`config.mk`:
```
export PLATFORM = sky130hd
export DESIGN_NAME = emergency_error_list_tracker
export DESIGN_NICKNAME = d
export VERILOG_FILES = /design/src/rtl/eelt_pkg.sv /design/src/rtl/eelt_cell.sv /design/src/rtl/eelt_list.sv /design/src/rtl/emergency_error_list_tracker.sv
export SDC_FILE = /design/constraint.sdc
export NUM_CORES = 1
export LEC_CHECK = 0
export CORE_UTILIZATION = 55
export CTS_CLUSTER_DIAMETER = 100
export DETAILED_ROUTE_END_ITERATION = 8
export DONT_BUFFER_PORTS = 1
export PLACE_DENSITY = 0.7
export SLEW_MARGIN = 20
export SYNTH_ARGS = -nofsm -noshare
export SYNTH_HDL_FRONTEND = slang
export SYNTH_HIERARCHICAL = 1
export SYNTH_SLANG_ARGS = --single-unit
```
`constraint.sdc`:
```
create_clock -name i_clk -period 11.3 [get_ports i_clk]
set_input_delay 0.565 -clock i_clk [delete_from_list [all_inputs] [get_ports i_clk]]
set_output_delay 0.565 -clock i_clk [all_outputs]
set_load 0.05 [all_outputs]
```
`src/rtl/eelt_pkg.sv`:
```
// ----------------------------------------------------------------------------
// eelt_pkg
// Shared constants, codes and types of the emergency error list tracker.
// ----------------------------------------------------------------------------
`default_nettype none

package eelt_pkg;

    localparam int MONITORED_SLOTS = 4;
    localparam int ERRORS_PER_NODE = 8;
    localparam int CNT_W           = $clog2(ERRORS_PER_NODE + 1);

    localparam int CFG_REGS        = 4;
    localparam int CFG_IDX_W       = 2;
    localparam int NODE_ID_W       = 7;
    localparam int FRAME_ID_W      = 11;
    localparam int FRAME_LEN_W     = 4;
    localparam int SLOT_W          = 2;
    localparam int EV_W            = 2;
    localparam int OUT_CNT_W       = 4;

    localparam logic [FRAME_ID_W-1:0]  EMCY_BASE_ID  = 11'h080;
    localparam logic [FRAME_LEN_W-1:0] ACCEPT_LENGTH = 4'd8;

    localparam logic CMD_FRAME = 1'b0;
    localparam logic CMD_TICK  = 1'b1;

    localparam logic [EV_W-1:0] EV_ADDED     = 2'd0;
    localparam logic [EV_W-1:0] EV_CLEARED   = 2'd1;
    localparam logic [EV_W-1:0] EV_UNMATCHED = 2'd2;
    localparam logic [EV_W-1:0] EV_FULL      = 2'd3;

    typedef struct packed {
        logic [15:0] code;
        logic [7:0]  err_reg;
        logic [7:0]  fault_bit;
        logic [7:0]  info;
    } t_entry;

    typedef struct packed {
        logic occ;
        logic wr;
        logic remove;
    } t_cell_ctl;

    typedef struct packed {
        logic clear;
        logic apply;
    } t_list_ctl;

    typedef struct packed {
        logic [EV_W-1:0]      ev;
        logic [OUT_CNT_W-1:0] count;
    } t_list_status;

endpackage

`default_nettype wire

```
`src/rtl/eelt_cell.sv`:
```
// ----------------------------------------------------------------------------
// eelt_cell
// One error list entry; matches on fault bit and info byte and closes up from its right-hand
// neighbour once a match has been seen at or before it.
// ----------------------------------------------------------------------------
`default_nettype none

module eelt_cell (
    input  wire                      i_clk,
    input  wire eelt_pkg::t_cell_ctl i_ctl,
    input  wire eelt_pkg::t_entry    i_msg,
    input  wire eelt_pkg::t_entry    i_right,
    input  wire                      i_found,
    output eelt_pkg::t_entry         o_entry,
    output logic                     o_found
);
    import eelt_pkg::*;

    t_entry r_entry;
    t_entry n_entry;
    logic   w_match;

    assign w_match = i_ctl.occ && (r_entry.fault_bit == i_msg.fault_bit)
                     && (r_entry.info == i_msg.info);
    assign o_found = i_found | w_match;
    assign o_entry = r_entry;

    always_comb begin
        n_entry = r_entry;
        priority if (i_ctl.wr) begin
            n_entry = i_msg;
        end else if (i_ctl.remove && o_found) begin
            n_entry = i_right;
        end
    end

    always_ff @(posedge i_clk) begin
        r_entry <= n_entry;
    end

endmodule

`default_nettype wire

```
`src/rtl/eelt_list.sv`:
```
// ----------------------------------------------------------------------------
// eelt_list
// Error list of one monitored slot: a row of entry cells and a fill count.
// ----------------------------------------------------------------------------
`default_nettype none

module eelt_list (
    input  wire                         i_clk,
    input  wire                         i_rst_n,
    input  wire eelt_pkg::t_list_ctl    i_ctl,
    input  wire eelt_pkg::t_entry       i_msg,
    output eelt_pkg::t_list_status      o_status
);
    import eelt_pkg::*;

    logic [CNT_W-1:0]       r_count;
    logic [CNT_W-1:0]       n_count;
    logic                   w_add;
    logic                   w_full;
    logic [ERRORS_PER_NODE:0] w_found;
    t_entry                 w_entry [ERRORS_PER_NODE];
    t_entry                 w_right [ERRORS_PER_NODE];
    t_cell_ctl              w_ctl   [ERRORS_PER_NODE];

    assign w_add      = (i_msg.code != 16'd0);
    assign w_full     = (r_count >= CNT_W'(ERRORS_PER_NODE));
    assign w_found[0] = 1'b0;

    for (genvar g = 0; g < ERRORS_PER_NODE; g++) begin : g_cell
        assign w_ctl[g].occ    = (r_count > CNT_W'(g));
        assign w_ctl[g].wr     = i_ctl.apply && w_add && !w_full
                                 && (r_count == CNT_W'(g));
        assign w_ctl[g].remove = i_ctl.apply && !w_add;

        if (g == ERRORS_PER_NODE - 1) begin : g_tail
            assign w_right[g] = w_entry[g];
        end else begin : g_body
            assign w_right[g] = w_entry[g+1];
        end

        eelt_cell u_cell (
            .i_clk   (i_clk),
            .i_ctl   (w_ctl[g]),
            .i_msg   (i_msg),
            .i_right (w_right[g]),
            .i_found (w_found[g]),
            .o_entry (w_entry[g]),
            .o_found (w_found[g+1])
        );
    end

    always_comb begin
        n_count     = r_count;
        o_status.ev = EV_UNMATCHED;
        if (w_add) begin
            o_status.ev = w_full ? EV_FULL : EV_ADDED;
        end else if (w_found[ERRORS_PER_NODE]) begin
            o_status.ev = EV_CLEARED;
        end
        priority if (i_ctl.clear) begin
            n_count = '0;
        end else if (i_ctl.apply) begin
            if (w_add && !w_full) begin
                n_count = r_count + CNT_W'(1);
            end else if (!w_add && w_found[ERRORS_PER_NODE]) begin
                n_count = r_count - CNT_W'(1);
            end
        end
        o_status.count = OUT_CNT_W'(n_count);
    end

    always_ff @(posedge i_clk) begin
        if (!i_rst_n) begin
            r_count <= '0;
        end else begin
            r_count <= n_count;
        end
    end

endmodule

`default_nettype wire

```
`src/rtl/emergency_error_list_tracker.sv`:
```
// ----------------------------------------------------------------------------
// emergency_error_list_tracker
// Latches emergency frames per monitored slot and, on a process tick, applies
// the pending messages in slot order to each slot's error list.
// ----------------------------------------------------------------------------
//  channel   handshake                  payload
//  request   start, busy                i_cmd .. i_net_active
//  result    o_result_valid (strobe)    o_slot .. o_last
//  config    i_cfg_wr_en                i_cfg_idx, i_cfg_wdata
//
//  A frame is taken and gives no result.
//  A tick with the network active walks the slots holding a pending message,
//  one slot per cycle through the list update, one result per slot (up to
//  four); busy stays high until the last slot has been applied.
//  Each result sits on the outputs in the cycle after its slot is applied; the
//  receiver cannot stall. Synchronous reset clears ids, pending flags, counts.
// ----------------------------------------------------------------------------
`default_nettype none

module emergency_error_list_tracker (
    input  wire                              i_clk,
    input  wire                              i_rst_n,
    input  wire                              start,
    output logic                             busy,
    input  wire                              i_cmd,
    input  wire  [eelt_pkg::FRAME_ID_W-1:0]  i_frame_id,
    input  wire  [eelt_pkg::FRAME_LEN_W-1:0] i_frame_length,
    input  wire  [15:0]                      i_fault_code,
    input  wire  [7:0]                       i_fault_register,
    input  wire  [7:0]                       i_fault_bit,
    input  wire  [7:0]                       i_info_byte,
    input  wire                              i_net_active,
    input  wire                              i_cfg_wr_en,
    input  wire  [eelt_pkg::CFG_IDX_W-1:0]   i_cfg_idx,
    input  wire  [eelt_pkg::NODE_ID_W-1:0]   i_cfg_wdata,
    output logic                             o_result_valid,
    output logic [eelt_pkg::SLOT_W-1:0]      o_slot,
    output logic [eelt_pkg::EV_W-1:0]        o_event_res,
    output logic [15:0]                      o_reported_code,
    output logic [eelt_pkg::OUT_CNT_W-1:0]   o_active_count,
    output logic                             o_last
);
    import eelt_pkg::*;

    logic [NODE_ID_W-1:0]       r_node_id [MONITORED_SLOTS];
    logic [MONITORED_SLOTS-1:0] r_pend_valid;
    t_entry                     r_pend_msg [MONITORED_SLOTS];
    logic [MONITORED_SLOTS-1:0] r_mask;
    logic [MONITORED_SLOTS-1:0] n_mask;
    logic [MONITORED_SLOTS-1:0] w_cur_oh;
    logic [MONITORED_SLOTS-1:0] w_hit;
    logic [MONITORED_SLOTS-1:0] w_eligible;
    logic [SLOT_W-1:0]          w_cur;
    logic                       w_accept;
    logic                       w_frame_ok;
    logic                       w_tick;
    t_entry                     w_frame_msg;
    t_entry                     w_cur_msg;
    t_list_ctl                  w_lctl [MONITORED_SLOTS];
    t_list_status               w_lstat [MONITORED_SLOTS];

    assign busy       = |r_mask;
    assign w_accept   = start && !busy;
    assign w_frame_ok = w_accept && (i_cmd == CMD_FRAME)
                        && (i_frame_length == ACCEPT_LENGTH);
    assign w_tick     = w_accept && (i_cmd == CMD_TICK) && i_net_active;

    assign w_frame_msg.code      = i_fault_code;
    assign w_frame_msg.err_reg   = i_fault_register;
    assign w_frame_msg.fault_bit = i_fault_bit;
    assign w_frame_msg.info      = i_info_byte;

    // lowest remaining slot of this tick
    always_comb begin
        w_cur    = '0;
        w_cur_oh = '0;
        for (int s = MONITORED_SLOTS - 1; s >= 0; s--) begin
            if (r_mask[s]) begin
                w_cur    = SLOT_W'(s);
                w_cur_oh = '0;
                w_cur_oh[s] = 1'b1;
            end
        end
    end

    assign w_cur_msg = r_pend_msg[w_cur];
    assign n_mask    = w_tick ? w_eligible : (r_mask & ~w_cur_oh);

    for (genvar g = 0; g < MONITORED_SLOTS; g++) begin : g_slot
        assign w_hit[g] = (r_node_id[g] != '0)
                          && (i_frame_id == EMCY_BASE_ID + FRAME_ID_W'(r_node_id[g]));
        assign w_eligible[g] = (r_node_id[g] != '0) && r_pend_valid[g];

        assign w_lctl[g].clear = i_cfg_wr_en && (i_cfg_idx == CFG_IDX_W'(g));
        assign w_lctl[g].apply = w_cur_oh[g];

        eelt_list u_list (
            .i_clk    (i_clk),
            .i_rst_n  (i_rst_n),
            .i_ctl    (w_lctl[g]),
            .i_msg    (w_cur_msg),
            .o_status (w_lstat[g])
        );

        always_ff @(posedge i_clk) begin
            if (!i_rst_n) begin
                r_node_id[g]    <= '0;
                r_pend_valid[g] <= 1'b0;
            end else begin
                if (w_lctl[g].clear) begin
                    r_node_id[g] <= i_cfg_wdata;
                end
                if (w_frame_ok && w_hit[g]) begin
                    r_pend_valid[g] <= 1'b1;
                end else if (w_cur_oh[g]) begin
                    r_pend_valid[g] <= 1'b0;
                end
            end
        end

        always_ff @(posedge i_clk) begin
            if (w_frame_ok && w_hit[g]) begin
                r_pend_msg[g] <= w_frame_msg;
            end
        end
    end

    always_ff @(posedge i_clk) begin
        if (!i_rst_n) begin
            r_mask         <= '0;
            o_result_valid <= 1'b0;
        end else begin
            r_mask         <= n_mask;
            o_result_valid <= busy;
        end
    end

    always_ff @(posedge i_clk) begin
        o_slot          <= w_cur;
        o_event_res     <= w_lstat[w_cur].ev;
        o_reported_code <= w_cur_msg.code;
        o_active_count  <= w_lstat[w_cur].count;
        o_last          <= ((r_mask & ~w_cur_oh) == '0);
    end

endmodule

`default_nettype wire
```
==> reports/results.ini, run 1 <==
[route]
ant_nets=0
dr.pass1.iters=5
drt-total-wl_um=77800
via_count=21439
drt-vias-per-instance=5.91
drc=0
drt-wirelength-per-cell_um=21.4
drt_iter0_drc=1300

[clocking]
cts_num_sinks=718
h-tree-depth=3
tritoncts=built
cts-root-buf=clkbuf_16
clk_latency_ps=640
clk_path_buf_depth=3
clk_pin_slew_ps=60
post_cts_buffers=0
cts-buffers-inserted=78

[worst_setup_path]
critPathMostFrequentCell=o21bai_1
worstSetupEndpointType=flip-flop
crit_chain=o21bai_4 -> buf_4 -> mux4_4 -> buf_4 -> xor2_1 -> nor4_1 -> nand3_1 -> o21bai_1 -> o21bai_1 -> o21bai_1 -> o21bai_1 -> o21bai_1 -> o21bai_1 -> o21bai_1 -> o21bai_1 -> nand2_1 -> or4_1 -> o21a_1 -> a211oi_1 -> mux4_2
critPathArrivalTime_ps=7540
crit_required_ps=11870
r2r_setup_slack_ps=4330
crit_type=flip-flop to flip-flop
critPathSlowestCell=mux4_4
startpoint=r_mask[0]$_SDFF_PN0_
cpPeakStageDelay_ps=1080
cp_max_fo=39
r2r_start=r_mask[0]$_SDFF_PN0_
crit_path_start_kind=flip-flop

[floorplanning]
rows=95
pin_count=97
design.core.area_mm2=0.0675
die-area_mm2=0.0697
die_x_um=264
start_util_pct=55.9
die_h_um=264

[timing]
fin_crit_ps=6970
tns_ps=0
slew_headroom_pct=30.7
setup_viol=0
fmax_ghz=0.143
postLayoutSetupSlackWorst_ps=4330
rsz0062_at_grt=no
worst_pin_slew_ps=1040
hold_viol_final=0
post-route-period-util_pct=61.7
skew_ps=29.4
maxSlewViolCount=0

[global_routing]
grt_pass1_vias=22262
antenna_found_initial=7
grt-ovfl-total=0
grt_max_degree=65
grt_use_total_pct=22.4
grt_pass1_wl_um=124000

[layout]
layout-area-overhead-vs-synth_pct=9.82
fin_cells=3630
seqCellArea_mm2=0.0211
layout-drive-gt1-share_pct=29.3
nets=2766
nFillCells=5054
multiInputGateArea_mm2=0.0159

[logic_synthesis]
netlist_area_mm2=0.0377
syn_avg_cell_area_um2=14.1
synthCells=2668
yosysWarnings=6

[flow_run]
cap_viol_max_count=0

[min_path]
hp-start=i_rst_n
hold_class=primary input to flip-flop

[power_and_ir_drop]
ir_drop_mv=0.138
cellLeakagePower_nw=12.2
powerDensity_mw_per_mm2=131

[place]
placedCellCount=3445
port_buffers=0
dp_hpwl_um=52300
gp_congestion=0.844
post-place-ws_ps=4360

[status]
run_status=finished, final reports clean

==> layout by cell type, fill, tap and decap left out, drive strengths merged, types with 24 or more instances in the layout <==
cell,instances
or4,24
o21bai,33
nand2,44
inv,28
mux4,38
and3,42
clkbuf,110
edfxtp,668
a21oi,38
o21ai,55
nor3,46
nor2,28
xor2,508
clkinv,27
nand3,72
nand4,34
dfxtp,50
dlygate4sd3,32
and2,36
xnor2,32
mux2,526
buf,54
nor4,108
==> state kept, by name, summed over array words and instances (netlist names) <==
register and count:
r_pend_msg 128, r_node_id 28, o_result_valid 1, o_event_res 2, o_reported_code 16, o_last 1, r_mask 4, r_pend_valid 4
o_active_count 4, g_slot.u_list/g_cell.u_cell/o_entry 512, o_slot 2, g_slot.u_list/r_count 16
==> stage by stage <==
stage	hold slack, ps	utilization, %	total power [mW]	instance area [um2]
final	59.5	61.4	5.42	41400
after global routing	30.3	61.4	5.58	41400
after CTS	20.4	61.3	5.47	41400
after detailed placement	471	57.1	2.97	38600
after global placement	462	57.1	2.97	38600
after floorplan	450	-	2.96	37700
==> per-layer routing <==
| metal | vias to the layer above | wire length (um) | track usage [%] |
|---|---|---|---|
| li1 | 10039 | - | - |
| met3 | 130 | 3770 | 3.87 |
| met2 | 489 | 37500 | 37.1 |
| met1 | 10781 | 34800 | 30.5 |
| met5 | - | 0 | 0 |
| met4 | 0 | 1740 | 6.29 |
==> power breakdown <==
part	switching [mW]	total (mW)	leakage (nW)	internal, mW
Combinational	0.0259	0.0476	5.41	0.0217
Clock	1.06	2.49	1.24	1.43
Sequential	0.00527	2.88	5.56	2.88
==> worst paths after layout <==
check	to	cells after the start
worst max register to register	o_active_count[3]$_DFF_P_	20
worst min-delay path	o_result_valid$_SDFF_PN0_	1
worst max-delay path	o_active_count[3]$_DFF_P_	20
worst min register to register	r_mask[0]$_SDFF_PN0_	1
==> worst max-delay path, delay by kind of cell (launching register included) <==
family                 cells  cell delay (ps)
flip-flops                 1              680
buffers and inverters      2             1050
AO/OA/AOI/OAI             11             2400
XOR/XNOR                   1              220
multiplexers               2             1390
AND/OR/NAND/NOR            4             1060
==> final cells by class <==
class / instances / share of cell area, %
Timing Repair Buffer: 86 / 1.75
Multi-Input combinational cell: 1776 / 38.4
Tap cell: 873 / 2.64
Sequential cell: 718 / 50.8
Clock inverter: 36 / 0.870
Antenna cell: 7 / 0.0423
Inverter: 24 / 0.217
Clock buffer: 110 / 5.24
==> repair_timing <==
action / 4_1_cts / 5_1_grt
resized for setup: 0 / 0
hold endpoints to repair: 128 / 0
hold buffers: 32 / 0
Power figures use the tool's default switching activity.
==> run 2, diff against run 1 <==
--- a/config.mk
+++ b/config.mk
@@ -5,6 +5,7 @@
 export SDC_FILE = /design/constraint.sdc
 export NUM_CORES = 1
 export LEC_CHECK = 0
+export ABC_AREA = 1
 export CORE_UTILIZATION = 55
 export CTS_CLUSTER_DIAMETER = 100
 export DETAILED_ROUTE_END_ITERATION = 8
==> constraint.sdc (replaced) <==
create_clock -name i_clk -period 7.15 [get_ports i_clk]
set_input_delay 0.3575 -clock i_clk [delete_from_list [all_inputs] [get_ports i_clk]]
set_output_delay 0.3575 -clock i_clk [all_outputs]
set_load 0.05 [all_outputs]
==> reports/results.ini, run 2 <==
[logic_synthesis]
yosysWarnings=6
synthCells=5730
netlist_area_mm2=0.0426
synth_fp_nets=5812
syn_avg_cell_area_um2=7.43

[clocking]
cts_num_sinks=718
hold_buffers=36
cts-buffers-inserted=79
tritoncts=built
clk_path_buf_depth=3
cts_resized=0
clk_latency_ps=640
clk_pin_slew_ps=60
cts-root-buf=clkbuf_16
post_cts_buffers=0
h-tree-depth=3

[worst_setup_path]
r2r_setup_slack_ps=1470
crit_required_ps=7670
r2r-end=o_active_count[3]$_DFF_P_
worstSetupEndpointType=flip-flop
critPathSlowestCell=o22ai_4
critPathArrivalTime_ps=6200
cpPeakStageDelay_ps=650
crit_type=flip-flop to flip-flop
reg2reg_depth=41
r2r_start=r_mask[0]$_SDFF_PN0_
crit_path_start_kind=flip-flop
cp_max_fo=57
critPathMostFrequentCell=inv_1

[global_routing]
grt_max_degree=65
met2_usage_pct=39.1
grt_pass1_wl_um=148000
antenna_found_initial=3
grt-ovfl-total=0
grt_pass1_vias=30487
grt.busiest_layer=met2
use_met3_pct=3.91
met1_usage_pct=30.4
grt_use_total_pct=23.3

[timing]
worst_pin_slew_ps=1260
skew_ps=44.0
post-route-period-util_pct=79.4
maxSlewViolCount=0
rsz0062_at_grt=no
slew_headroom_pct=15.1
fmax_ghz=0.176
setup_viol=0
tns_ps=0
hold_viol_final=0
fin_crit_ps=5680

[layout]
layout_commonest_cell=nand2_1
layout-drive-gt1-share_pct=7.14
layout-area-overhead-vs-synth_pct=9.20
fin_cells=6805
post-route-util_pct=60.9
nFillCells=6845
largest_reg_flops=512
nets=5791
layout_common_cells=2072 x nand2_1, 1078 x inv_1, 668 x edfxtp_1, 487 x o21ai_0, 397 x nor2_1

[place]
dp_hpwl_um=66700
placedCellCount=6619
gp_congestion=0.938
port_buffers=0

[power_and_ir_drop]
ir_drop_mv=0.300
powerDensity_mw_per_mm2=187
cellLeakagePower_nw=22.5

[route]
drt-vias-per-instance=4.83
drc=0
drt-wirelength-per-cell_um=13.4
dr.pass1.iters=5
drt_iter0_drc=2230
ant_nets=0
drt-total-wl_um=91000
via_count=32841

[min_path]
min_to=r_node_id[3][3]$_SDFFCE_PN0P_
hold_depth=2
hold_class=primary input to flip-flop
hp-start=i_cfg_wdata[3]

[floorplanning]
die-area_mm2=0.0785
die_h_um=280
rows=101
pin_count=97
die_x_um=280
design.core.area_mm2=0.0763
start_util_pct=55.8

[status]
run_status=finished, final reports clean

[flow_run]
cap_viol_max_count=0

[run 2: stage by stage]
| step | worst slack [ps] | hold slack, ps | power (mW) | instance area, um2 |
|---|---|---|---|---|
| 2_1_floorplan | 672 | 441 | 4.71 | 42600 |
| 3_3_place_gp | 1560 | 457 | 4.73 | 43500 |
| 3_5_place_dp | 1530 | 457 | 4.73 | 43500 |
| 4_1_cts | 1500 | 7.09 | 8.77 | 46400 |
| 5_1_grt | 985 | 26.8 | 8.93 | 46500 |
| 6_report | 1470 | 38.4 | 8.68 | 46500 |
[run 2: routing by layer]
layer | share of wire [%] | vias up
met5 | 0 | -
met4 | 3.2 | 0
met3 | 5.9 | 157
met2 | 46 | 647
met1 | 45 | 14383
li1 | - | 17654
[run 2: worst max-delay path by stage]
stage	from	to	cells past startpoint
floorplan	r_mask[0]$_SDFF_PN0_	o_active_count[3]$_DFF_P_	39
CTS	r_mask[0]$_SDFF_PN0_	o_active_count[3]$_DFF_P_	41
global placement	r_mask[0]$_SDFF_PN0_	o_active_count[3]$_DFF_P_	41
finish	r_mask[0]$_SDFF_PN0_	o_active_count[3]$_DFF_P_	41
detailed placement	r_mask[0]$_SDFF_PN0_	o_active_count[3]$_DFF_P_	41
global route	r_mask[0]$_SDFF_PN0_	o_active_count[3]$_DFF_P_	41
[run 2: cell type report]
cell class	instances	area (um2)	share of cell area [%]
flip-flops and latches	718	21100	45.3
multi-input cells	3667	16400	35.2
inverters	1142	4290	9.23
clock buffers	106	2180	4.69
well taps	1030	1290	2.77
repair buffers	101	938	2.02
clock inverters	37	362	0.778
diodes	4	10.0	0.0215
[run 2: where the power goes]
group | internal [mW] | switching (mW) | leakage [nW]
logic | 0.0398 | 0.0700 | 14.8
registers | 4.55 | 0.00903 | 6.43
clock network | 2.34 | 1.67 | 1.24
total | 6.92 | 1.75 | 22.5
[run 2: critical path: cells and delay by family, from the launching register on]
kind	cells	cell delay (ps)
and+or+nand+nor	22	2150
AOI/OAI and AO/OA	4	920
DFF	1	630
buffers and inverters	15	1850
